<file path="src/rtl/wcl_pkg.sv">
// shared types, constants and helpers for the chain length digit unit
// no dependencies
package wcl_pkg;

    localparam int BYTE_W        = 8;
    localparam int BYTE_ROUND    = 7;
    localparam int WIN_W         = 24;
    localparam int POS_W         = 7;
    localparam int LEN2_W        = 5;
    localparam int LEN2_MAX      = 16;
    localparam int IDX_W         = 10;
    localparam int MB_W          = 7;
    localparam int CS_W          = 16;
    localparam int QUEUE_DEPTH_DEF = 2;

    // configuration register indexes
    localparam logic [1:0] CFG_LOG_W_SELECT    = 2'd0;
    localparam logic [1:0] CFG_MESSAGE_BYTES   = 2'd1;
    localparam logic [1:0] CFG_CHECKSUM_DIGITS = 2'd2;

    // one classified byte on its way from front to back
    typedef struct packed {
        logic [BYTE_W-1:0] data;
        logic [1:0]        lws;
        logic              msg_end;
        logic [LEN2_W-1:0] len2;
        logic [WIN_W-1:0]  csum_win;
        logic [POS_W-1:0]  pos;
    } wcl_entry_t;

    // bits per digit
    function automatic logic [3:0] digit_bits(input logic [1:0] lws);
        digit_bits = 4'd1 << lws;
    endfunction

    // low mask of one digit
    function automatic logic [7:0] digit_mask(input logic [1:0] lws);
        logic [7:0] m;
        unique case (lws)
            2'd0: m = 8'h01;
            2'd1: m = 8'h03;
            2'd2: m = 8'h0F;
            default: m = 8'hFF;
        endcase
        digit_mask = m;
    endfunction

endpackage

</file>
<file path="src/rtl/wcl_front.sv">
// front end: configuration registers, byte counting, checksum and classification
// depends on wcl_pkg
module wcl_front
    import wcl_pkg::*;
(
    input  logic             clk,
    input  logic             rst_n,
    input  logic             cfg_valid,
    output logic             cfg_ready,
    input  logic [1:0]       cfg_index,
    input  logic [MB_W-1:0]  cfg_data,
    input  logic [7:0]       msg_byte,
    input  logic             push,
    input  logic             q_full,
    output logic             q_push,
    output wcl_entry_t       q_entry
);

    logic [1:0]        lws_reg;
    logic [MB_W-1:0]   mb_reg;
    logic [LEN2_W-1:0] cd_reg;
    logic [MB_W-1:0]   bc_reg, bc_next;
    logic [CS_W-1:0]   cs_reg, cs_next;

    logic [7:0]        nb;
    logic [CS_W-1:0]   inc;
    logic [CS_W-1:0]   cs_sum;
    logic [MB_W-1:0]   mbytes;
    logic [MB_W-1:0]   bc_inc;
    logic              msg_end;
    logic [LEN2_W-1:0] len2;
    logic [7:0]        cbits;
    logic [7:0]        tbits;
    logic [3:0]        shift;
    logic [7:0]        pos_full;

    assign cfg_ready = 1'b1;
    assign q_push    = push && !q_full;

    // configuration writes; unknown indexes are dropped
    always_ff @(posedge clk or negedge rst_n)
    begin
        if (!rst_n)
        begin
            lws_reg <= 2'd2;
            mb_reg  <= 7'd32;
            cd_reg  <= 5'd3;
        end
        else if (cfg_valid)
        begin
            unique case (cfg_index)
                CFG_LOG_W_SELECT:    lws_reg <= cfg_data[1:0];
                CFG_MESSAGE_BYTES:   mb_reg  <= cfg_data;
                CFG_CHECKSUM_DIGITS: cd_reg  <= cfg_data[LEN2_W-1:0];
                default:             ;
            endcase
        end
    end

    // checksum gain of one byte: w-1-d per digit is the digit sum of the inverted byte
    always_comb
    begin
        nb = ~msg_byte;
        unique case (lws_reg)
            2'd0: inc = 16'(nb[0]) + 16'(nb[1]) + 16'(nb[2]) + 16'(nb[3])
                      + 16'(nb[4]) + 16'(nb[5]) + 16'(nb[6]) + 16'(nb[7]);
            2'd1: inc = 16'(nb[7:6]) + 16'(nb[5:4]) + 16'(nb[3:2]) + 16'(nb[1:0]);
            2'd2: inc = 16'(nb[7:4]) + 16'(nb[3:0]);
            default: inc = 16'(nb);
        endcase
    end

    // message end and checksum layout
    always_comb
    begin
        cs_sum   = cs_reg + inc;
        mbytes   = (mb_reg == '0) ? 7'd1 : mb_reg;
        bc_inc   = bc_reg + 7'd1;
        msg_end  = (bc_inc >= mbytes);
        len2     = (cd_reg == '0) ? 5'd1 :
                   ((cd_reg > 5'(LEN2_MAX)) ? 5'(LEN2_MAX) : cd_reg);
        cbits    = {3'b000, len2} << lws_reg;
        tbits    = (cbits + 8'(BYTE_ROUND)) & 8'hF8;
        shift    = 4'(BYTE_W) - {1'b0, cbits[2:0]};
        pos_full = tbits - {4'b0000, digit_bits(lws_reg)};

        q_entry.data     = msg_byte;
        q_entry.lws      = lws_reg;
        q_entry.msg_end  = msg_end;
        q_entry.len2     = len2;
        q_entry.csum_win = {8'h00, cs_sum} << shift;
        q_entry.pos      = pos_full[POS_W-1:0];

        bc_next = bc_reg;
        cs_next = cs_reg;
        if (q_push)
        begin
            bc_next = msg_end ? '0 : bc_inc;
            cs_next = msg_end ? '0 : cs_sum;
        end
    end

    // running counters
    always_ff @(posedge clk or negedge rst_n)
    begin
        if (!rst_n)
        begin
            bc_reg <= '0;
            cs_reg <= '0;
        end
        else
        begin
            bc_reg <= bc_next;
            cs_reg <= cs_next;
        end
    end

endmodule

</file>
<file path="src/rtl/wcl_queue.sv">
// short queue of classified bytes between front and back
// depends on wcl_pkg
module wcl_queue
    import wcl_pkg::*;
#(
    parameter int DEPTH = QUEUE_DEPTH_DEF
)
(
    input  logic       clk,
    input  logic       rst_n,
    input  logic       push,
    input  wcl_entry_t push_entry,
    output logic       full,
    input  logic       pop,
    output logic       valid,
    output wcl_entry_t head
);

    localparam int PTR_W = (DEPTH > 1) ? $clog2(DEPTH) : 1;
    localparam int CNT_W = $clog2(DEPTH + 1);
    localparam logic [PTR_W-1:0] PTR_LAST = PTR_W'(DEPTH - 1);

    wcl_entry_t        mem [DEPTH];
    logic [PTR_W-1:0]  wr_reg, wr_next;
    logic [PTR_W-1:0]  rd_reg, rd_next;
    logic [CNT_W-1:0]  cnt_reg, cnt_next;
    logic              do_push, do_pop;

    assign full    = (cnt_reg == CNT_W'(DEPTH));
    assign valid   = (cnt_reg != '0);
    assign head    = mem[rd_reg];
    assign do_push = push && !full;
    assign do_pop  = pop && valid;

    // pointer and fill count update
    always_comb
    begin
        wr_next  = wr_reg;
        rd_next  = rd_reg;
        cnt_next = cnt_reg;
        if (do_push)
            wr_next = (wr_reg == PTR_LAST) ? '0 : wr_reg + 1'b1;
        if (do_pop)
            rd_next = (rd_reg == PTR_LAST) ? '0 : rd_reg + 1'b1;
        if (do_push && !do_pop)
            cnt_next = cnt_reg + 1'b1;
        else if (do_pop && !do_push)
            cnt_next = cnt_reg - 1'b1;
    end

    always_ff @(posedge clk or negedge rst_n)
    begin
        if (!rst_n)
        begin
            wr_reg  <= '0;
            rd_reg  <= '0;
            cnt_reg <= '0;
        end
        else
        begin
            wr_reg  <= wr_next;
            rd_reg  <= rd_next;
            cnt_reg <= cnt_next;
        end
    end

    // entry storage
    always_ff @(posedge clk)
    begin
        if (do_push)
            mem[wr_reg] <= push_entry;
    end

endmodule

</file>
<file path="src/rtl/wcl_back.sv">
// back end: emits message digits then checksum digits, one per cycle while the receiver pops, into an output register
// depends on wcl_pkg
module wcl_back
    import wcl_pkg::*;
(
    input  logic             clk,
    input  logic             rst_n,
    input  logic             q_valid,
    input  wcl_entry_t       q_head,
    output logic             q_pop,
    output logic [7:0]       digit,
    output logic [IDX_W-1:0] chain_index,
    output logic             is_checksum,
    output logic             last_digit,
    output logic             empty,
    input  logic             pop
);

    logic              busy_reg, busy_next;
    logic              out_valid_reg, out_valid_next;
    logic [IDX_W-1:0]  dcount_reg, dcount_next;
    logic [7:0]        sr_reg;
    logic [1:0]        lws_reg;
    logic              end_reg;
    logic [LEN2_W-1:0] cs_left_reg;
    logic [WIN_W-1:0]  win_reg;
    logic [POS_W-1:0]  pos_reg;
    logic [3:0]        msg_left_reg;
    logic [7:0]        digit_reg;
    logic [IDX_W-1:0]  idx_reg;
    logic              is_cs_reg;
    logic              last_reg;

    logic              adv;
    logic              in_msg;
    logic              entry_done;
    logic              take;
    logic              cs_last;
    logic [3:0]        lw;
    logic [7:0]        msg_dig;
    logic [7:0]        cs_dig;
    logic [WIN_W-1:0]  win_sh;

    assign digit       = digit_reg;
    assign chain_index = idx_reg;
    assign is_checksum = is_cs_reg;
    assign last_digit  = last_reg;
    assign empty       = !out_valid_reg;
    assign q_pop       = take;

    // digit selection and sequencing
    always_comb
    begin
        lw         = digit_bits(lws_reg);
        adv        = busy_reg && (!out_valid_reg || pop);
        in_msg     = (msg_left_reg != '0);
        cs_last    = !in_msg && (cs_left_reg == 5'd1);
        entry_done = in_msg ? ((msg_left_reg == 4'd1) && !end_reg) : cs_last;
        take       = (!busy_reg || (adv && entry_done)) && q_valid;

        unique case (lws_reg)
            2'd0: msg_dig = {7'b0, sr_reg[7]};
            2'd1: msg_dig = {6'b0, sr_reg[7:6]};
            2'd2: msg_dig = {4'b0, sr_reg[7:4]};
            default: msg_dig = sr_reg;
        endcase

        win_sh = win_reg >> pos_reg[4:0];
        cs_dig = (pos_reg >= POS_W'(WIN_W)) ? 8'h00 : (win_sh[7:0] & digit_mask(lws_reg));

        busy_next = busy_reg;
        if (take)
            busy_next = 1'b1;
        else if (adv && entry_done)
            busy_next = 1'b0;

        out_valid_next = out_valid_reg;
        if (adv)
            out_valid_next = 1'b1;
        else if (pop)
            out_valid_next = 1'b0;

        dcount_next = dcount_reg;
        if (adv)
            dcount_next = cs_last ? '0 : dcount_reg + 1'b1;
    end

    // control state
    always_ff @(posedge clk or negedge rst_n)
    begin
        if (!rst_n)
        begin
            busy_reg      <= 1'b0;
            out_valid_reg <= 1'b0;
            dcount_reg    <= '0;
            msg_left_reg  <= '0;
            cs_left_reg   <= '0;
        end
        else
        begin
            busy_reg      <= busy_next;
            out_valid_reg <= out_valid_next;
            dcount_reg    <= dcount_next;
            if (take)
            begin
                msg_left_reg <= 4'd8 >> q_head.lws;
                cs_left_reg  <= q_head.len2;
            end
            else if (adv && !entry_done)
            begin
                if (in_msg)
                    msg_left_reg <= msg_left_reg - 1'b1;
                else
                    cs_left_reg <= cs_left_reg - 1'b1;
            end
        end
    end

    // current entry payload
    always_ff @(posedge clk)
    begin
        if (take)
        begin
            sr_reg  <= q_head.data;
            lws_reg <= q_head.lws;
            end_reg <= q_head.msg_end;
            win_reg <= q_head.csum_win;
            pos_reg <= q_head.pos;
        end
        else if (adv && !entry_done)
        begin
            if (in_msg)
                sr_reg <= sr_reg << lw;
            else
                pos_reg <= pos_reg - POS_W'(lw);
        end
    end

    // output register
    always_ff @(posedge clk)
    begin
        if (adv)
        begin
            digit_reg <= in_msg ? msg_dig : cs_dig;
            idx_reg   <= dcount_reg;
            is_cs_reg <= !in_msg;
            last_reg  <= cs_last;
        end
    end

endmodule

</file>
<file path="src/rtl/wots_chain_length_digits_unit.sv">
// Base-w digit generator for WOTS+ chain lengths with checksum digits appended per message.
// Digits leave one per cycle while the receiver keeps popping: a byte yields 8 >> log_w_select
// digits, and the last byte of a message also its checksum digits (one to sixteen). A byte passes
// through the queue, the emitter's entry registers and its output register before its first digit
// can be popped. The digit emitter, not the intake, limits how fast bytes are taken in.
// Depends on wcl_pkg, wcl_front, wcl_queue and wcl_back.
module wots_chain_length_digits_unit
    import wcl_pkg::*;
#(
    parameter int QUEUE_DEPTH = QUEUE_DEPTH_DEF
)
(
    input  logic             clk,
    input  logic             rst_n,
    input  logic             cfg_valid,
    output logic             cfg_ready,
    input  logic [1:0]       cfg_index,
    input  logic [MB_W-1:0]  cfg_data,
    input  logic [7:0]       msg_byte,
    input  logic             push,
    output logic             full,
    output logic [7:0]       digit,
    output logic [IDX_W-1:0] chain_index,
    output logic             is_checksum,
    output logic             last_digit,
    output logic             empty,
    input  logic             pop
);

    wcl_entry_t q_in;
    wcl_entry_t q_head;
    logic       q_push;
    logic       q_pop;
    logic       q_valid;

    // byte intake and classification
    wcl_front u_front
    (
        .clk       (clk),
        .rst_n     (rst_n),
        .cfg_valid (cfg_valid),
        .cfg_ready (cfg_ready),
        .cfg_index (cfg_index),
        .cfg_data  (cfg_data),
        .msg_byte  (msg_byte),
        .push      (push),
        .q_full    (full),
        .q_push    (q_push),
        .q_entry   (q_in)
    );

    // decoupling queue
    wcl_queue #(.DEPTH(QUEUE_DEPTH)) u_queue
    (
        .clk        (clk),
        .rst_n      (rst_n),
        .push       (q_push),
        .push_entry (q_in),
        .full       (full),
        .pop        (q_pop),
        .valid      (q_valid),
        .head       (q_head)
    );

    // digit emission
    wcl_back u_back
    (
        .clk         (clk),
        .rst_n       (rst_n),
        .q_valid     (q_valid),
        .q_head      (q_head),
        .q_pop       (q_pop),
        .digit       (digit),
        .chain_index (chain_index),
        .is_checksum (is_checksum),
        .last_digit  (last_digit),
        .empty       (empty),
        .pop         (pop)
    );

endmodule

</file>
<file path="config.mk">
export PLATFORM = sky130hd
export DESIGN_NAME = wots_chain_length_digits_unit
export DESIGN_NICKNAME = d
export VERILOG_FILES = /design/src/rtl/wcl_pkg.sv /design/src/rtl/wcl_front.sv /design/src/rtl/wcl_queue.sv /design/src/rtl/wcl_back.sv /design/src/rtl/wots_chain_length_digits_unit.sv
export SDC_FILE = /design/constraint.sdc
export NUM_CORES = 1
export LEC_CHECK = 0
export BUFFER_PORTS_ARGS = -buffer_cell sky130_fd_sc_hd__buf_4
export CAP_MARGIN = 20
export CORE_ASPECT_RATIO = 0.75
export CORE_MARGIN = 5
export CORE_UTILIZATION = 50
export CTS_BUF_LIST = sky130_fd_sc_hd__clkbuf_4 sky130_fd_sc_hd__clkbuf_8
export DETAILED_ROUTE_END_ITERATION = 8
export PLACE_DENSITY = 0.65
export SLEW_MARGIN = 20
export SYNTH_ARGS = -nofsm -noshare
export SYNTH_HDL_FRONTEND = slang
export SYNTH_SLANG_ARGS = --single-unit
</file>
<file path="constraint.sdc">
create_clock -name clk -period 4.77 [get_ports clk]
set_clock_uncertainty 0.1 [all_clocks]
set_input_delay 1.1925 -clock clk [delete_from_list [all_inputs] [get_ports clk]]
set_output_delay 1.1925 -clock clk [all_outputs]
set_load 0.01 [all_outputs]
</file>
* After elaboration in Yosys (flattened, before gate mapping)
Memories as Yosys holds them, arrays and structs flattened.
Cells that the tools add are included.
** Word-level totals
- Register bits after elaboration :: 124
- Bits in latches :: 0
- Memory bits (writable) :: 94
- Memory bits (read-only) :: 0
- Input port bits :: 22
- Word-level logic and storage cells :: 141
- Memories :: 1
** Memories
- u_queue.mem :: depth 2, width 47, read ports 1, clocked after memory_dff 0, write ports 1, RTL line wcl_queue.sv:23 : wcl_entry_t mem [DEPTH];
** Operators by class
- $add $sub $neg :: 24
- Multiply operators :: 0
- Divide/modulo/power cells :: 0
- Magnitude comparators :: 3
- Equality and inequality tests :: 10
- Shift operators :: 7
- Mux-type cells :: 34
- Bitwise logic cells :: 2
- Reduce and logical (&&, ||, !) cells :: 38
** Operators with widths (count)
- $add A16 B1 Y16 :: 6
- $pmux W16 S3 :: 1
- $pmux W8 S3 :: 2
- $mux W8 :: 5
- $mux W7 :: 5
- $add A16 B2 Y16 :: 2
- $mux W5 :: 5
- $shl A16 B4 Y24 :: 1
- $shr A24 B5 Y8 :: 1
- $add A16 B16 Y16 :: 1
- $mux W16 :: 1
- $sub A7 B4 Y7 :: 2
- $mux W4 :: 3
- $reduce_bool A2 Y1 :: 6
- $logic_and A1 B1 Y1 :: 11
- $add A10 B1 Y10 const B :: 1
- $mux W10 :: 1
- $reduce_and A2 Y1 :: 5
- $mux W1 :: 9
- $and A8 B8 Y8 :: 1
- $eq A2 B2 Y1 const B :: 4
- $logic_not A1 Y1 :: 8
- $not A8 Y8 :: 1
- $shl A1 B2 Y4 const A :: 2
- other kinds (27) :: 34

* Depth between registers and ports, before layout
- Word-level depth :: 11
- Depth in mapped cells :: 21

* Cells and area by module
Synthesis repeated with hierarchy kept, for this count alone.
** Second synthesis, totals
- Cell total of the unflattened synthesis :: 1186
- Area, all modules :: 13178.9 µm²
** Modules (own cells, without submodules)
- wcl_front :: times used 1, cells each 607, area an instance 4755.8 µm², seq. area each 930.9 µm²
- wcl_back :: times used 1, cells each 414, area an instance 4754.6 µm², seq. area each 2387.3 µm²
- wcl_queue :: times used 1, cells each 165, area an instance 3668.5 µm², seq. area each 2922.8 µm²

* Least setup slack after synthesis
No wires, ideal clock.
- Kind :: input port to flip-flop
- Start :: input port msg_byte[1]
- End :: memory u_queue.mem[0][26] (netlist bit) (data pin)
- Setup time :: 0.276 ns
- Arrival time :: 5.891 ns
- Path slack :: -1.497 ns
- Stages :: 19
- Path buffers :: 1
- Cell sequence :: inv_1 -> ha_1 -> fa_1 -> fa_1 -> fa_1 -> fa_1 -> a222oi_1 -> nand2_1 -> a21boi_0 -> inv_1 -> fa_1 -> nand2b_1 -> a211o_1 -> clkbuf_1 -> a211oi_2 -> xnor2_1 -> mux2i_1 -> mux2i_1 -> o22ai_1
** RTL lines
- start: declaration :: RTL line wots_chain_length_digits_unit.sv:19 : input logic [7:0] msg_byte,
- end: declaration :: RTL line wcl_queue.sv:23

==> results.toml <==
[worst_hold_path]
hp-class = "flop to flop"

[final_layout]
antenna-diode-count = 0
layout_commonest_cell = "sky130_fd_sc_hd__edfxtp_1"
multi_input_area_um2 = 6650
largest_reg_flops = 94
final_instance_count_without_filler_cells = 1580
num-nets-final = 1290
layout_overhead_on_the_synthesized_area_pct = 25.9
fraction_of_layout_cells_with_a_size_suffix_above_1_pct = 35.3
final_design_area_no_fill_um2 = 15700
seq_area_um2 = 6240
most-common-layout-cells = "sky130_fd_sc_hd__edfxtp_1 (156), sky130_fd_sc_hd__buf_4 (130), sky130_fd_sc_hd__nand2_1 (94)"
final.fill_count = 1905

[synth]
yosys_register_bits = 218
synthesized_netlist_net_count = 1148
async_flop_share_pct = 28.4
syn-mean-instance-area_um2 = 11.6
synth_flop_cell = "sky130_fd_sc_hd__edfxtp_1"
post_synth_inst_count = 1072
ys_seq_area_share_pct = 50.2
yosys_warnings = 0
synthesis.area_um2 = 12400
number_of_synthesized_flops_with_an_enable_pin = 156
synth_cell_type_count = 77

[power]
power.total_mw = 9.50
ir_worst_vdd_v = 0.000403
leakage_nw = 6.04
cellPowerDensity_nw_per_um2 = 606

[grt]
maximum_number_of_pins_on_one_net_before_global_route_repair = 63
via_count_of_the_first_global_routing_pass = 8669
grt_util_all_layers_pct = 20.9
overflow = 0
antenna_violations_before_repair = 0
grt_first_pass_wirelength_um = 47200

[cts]
htreeDepth = 2
path_clk_slew_ns = 0.06
cts_inserted_buffers = 37
cts.sinks = 218
clock_tree.root_cell = "sky130_fd_sc_hd__clkbuf_8"
clk_latency_ns = 0.54
max_root_sink_buffers = 3
clock_tree_from_tritoncts = "done"
cts.hold.buffers_added = 0

[die]
floorplan.initialDensity_pct = 50.3
core_region_area_um2 = 24700
die-width_um = 192
row_count = 50
boundaryPins = 45
fp.dieArea_um2 = 28200
die_h_um = 147

[drt]
drt-pass1-iter-count = 5
post-route-drc-count = 0
avgRoutedWirePerCell_um = 18.8
antenna_left = 0
wirelength_um = 29800
dr_total_vias = 9047
vias_per_cell = 5.73
drt-initial-drc-count = 622

[critical_path]
timing.critical_path.from_type = "primary input"
crit_chain = "buf_4 > inv_2 > ha_4 > fa_1 > fa_1 > fa_2 > fa_1 > a222oi_1 > nand2_1 > a21boi_4 > inv_2 > fa_2 > nand2b_4 > a211o_4 > buf_6 > a21oi_4 > a2bb2oi_4 > mux2_4 > mux2_4 > a221oi_4"
crit_path_frequent_cell = "sky130_fd_sc_hd__fa_1"
critPathKind = "primary input to flop"
crit_arrival_ns = 5.95
largest_driver_fanout_on_the_critical_path = 5
cpMaxStageDelayCell = "sky130_fd_sc_hd__fa_1"
critical-path-max-stage-delay_ns = 0.52
worstSetupEndpointType = "flop"
worst_ep_required_time_ns = 5.03

[timing]
report.final.slew_viol_count = 0
finalHoldViolCount = 0
worst_pin_slew_ns = 1.05
fmax_ghz = 0.176
fin_setup_tns_ns = -37.85
setup_viol_count_final = 57
post_route_setup_slack_ns = -0.923
timing.max_slew.rel_slack_pct = 30.2
layout_min_cycle_time_ns = 5.69
final_min_period_over_clock_period_pct = 119
grt_setup_unrepaired = "true"

[status]
run_status = "finished, violations left"
violated_checks = "negative setup slack"

[placed_design]
gp_congestion = 0.865
io_buffer_count = 43
placedCellCount = 1488
hpwlAfterDp_um = 20300
postPlaceCellArea_um2 = 13800

[run]
maxCapViolations = 0
## cells in the mapped netlist, types with 15 or more instances
library cell / number / area, um2
sky130_fd_sc_hd__a211oi_1: 16 / 120
sky130_fd_sc_hd__a21oi_1: 59 / 295
sky130_fd_sc_hd__clkbuf_1: 41 / 154
sky130_fd_sc_hd__dfrtp_1: 58 / 1450
sky130_fd_sc_hd__edfxtp_1: 156 / 4680
sky130_fd_sc_hd__ha_1: 43 / 538
sky130_fd_sc_hd__inv_1: 47 / 176
sky130_fd_sc_hd__mux2_2: 44 / 495
sky130_fd_sc_hd__mux2i_1: 43 / 430
sky130_fd_sc_hd__mux4_2: 31 / 698
sky130_fd_sc_hd__nand2_1: 99 / 372
sky130_fd_sc_hd__nand2b_1: 15 / 93.8
sky130_fd_sc_hd__nand3_1: 24 / 120
sky130_fd_sc_hd__nor2_1: 62 / 233
sky130_fd_sc_hd__nor2b_1: 20 / 125
sky130_fd_sc_hd__nor3_1: 18 / 90.1
sky130_fd_sc_hd__o21ai_0: 61 / 305
sky130_fd_sc_hd__xnor2_1: 26 / 228
sky130_fd_sc_hd__xor2_1: 17 / 149
## worst max-delay path: cells and delay by family
| kind | cells | cell delay (ns) |
|---|---|---|
| fa+ha+maj | 6 | 2.35 |
| compound gates | 6 | 1.20 |
| mux | 2 | 0.56 |
| buf+inv | 4 | 0.37 |
| simple gates | 2 | 0.26 |
## kinds of logic after synthesis
kind of cell,synth area share (%)
compound gates,13.2
xor+xnor,3.03
fa+ha+maj,6.10
buf+inv,3.59
flops,50.2
mux,13.3
other cells,0.0301
simple gates,10.6
## worst paths after layout
check | from | to | slack, ns | depth (start not counted)
min reg2reg | u_back.dcount_reg[9] | u_back.chain_index[9] | 0.38 | 0
min in group asynchronous | rst_n | u_front.cs_reg[11] | 0.64 | 1
max in group asynchronous | rst_n | u_queue.rd_reg | 3.30 | 1
max reg2reg | u_front.lws_reg[1] | u_queue.mem[0][21] | 0.65 | 15
max | msg_byte[0] | u_queue.mem[0][21] | -0.92 | 20
min | u_back.dcount_reg[9] | u_back.chain_index[9] | 0.38 | 0
## power by group
part | internal (mW) | switching [mW]
Combinational | 2.15 | 2.38
Sequential | 2.81 | 0.365
Clock | 1.04 | 0.751
## routing by layer
| metal | share of wire, % | wire (um) | up-vias | track usage (%) |
|---|---|---|---|---|
| met1 | 49 | 14500 | 4434 | 33.0 |
| li1 | - | - | 4315 | - |
| met2 | 44 | 13200 | 238 | 30.2 |
| met5 | 0 | 0 | - | 0 |
| met4 | 2.1 | 620 | 0 | 4.81 |
| met3 | 5.0 | 1500 | 60 | 3.47 |
## per-stage QoR
step	utilization [%]	hold WS, ns	setup WS, ns
2_1_floorplan	-	0.344	-1.17
3_3_place_gp	55.8	0.357	-1.53
3_5_place_dp	55.8	0.362	-1.61
4_1_cts	60.8	0.379	-0.875
5_1_grt	63.4	0.393	-1.06
6_report	63.4	0.378	-0.923
## area by class of cell
type / count / share of cell area, %
inverter: 52 / 1.30
sequential: 218 / 39.9
tap: 338 / 2.70
clock buffer: 62 / 4.73
timing repair buffer: 160 / 8.57
clock inverter: 5 / 0.391
multi-input combinational: 745 / 42.4
## timing repair
action                                  4_1_cts  5_1_grt
pin swaps                                    27       28
endpoints found under the setup margin       58       60
cloned                                        0        1
setup buffers                                15       19
resized for setup                            85       94
endpoints found under the hold margin         0        0
(Power assumes the default switching activity.)
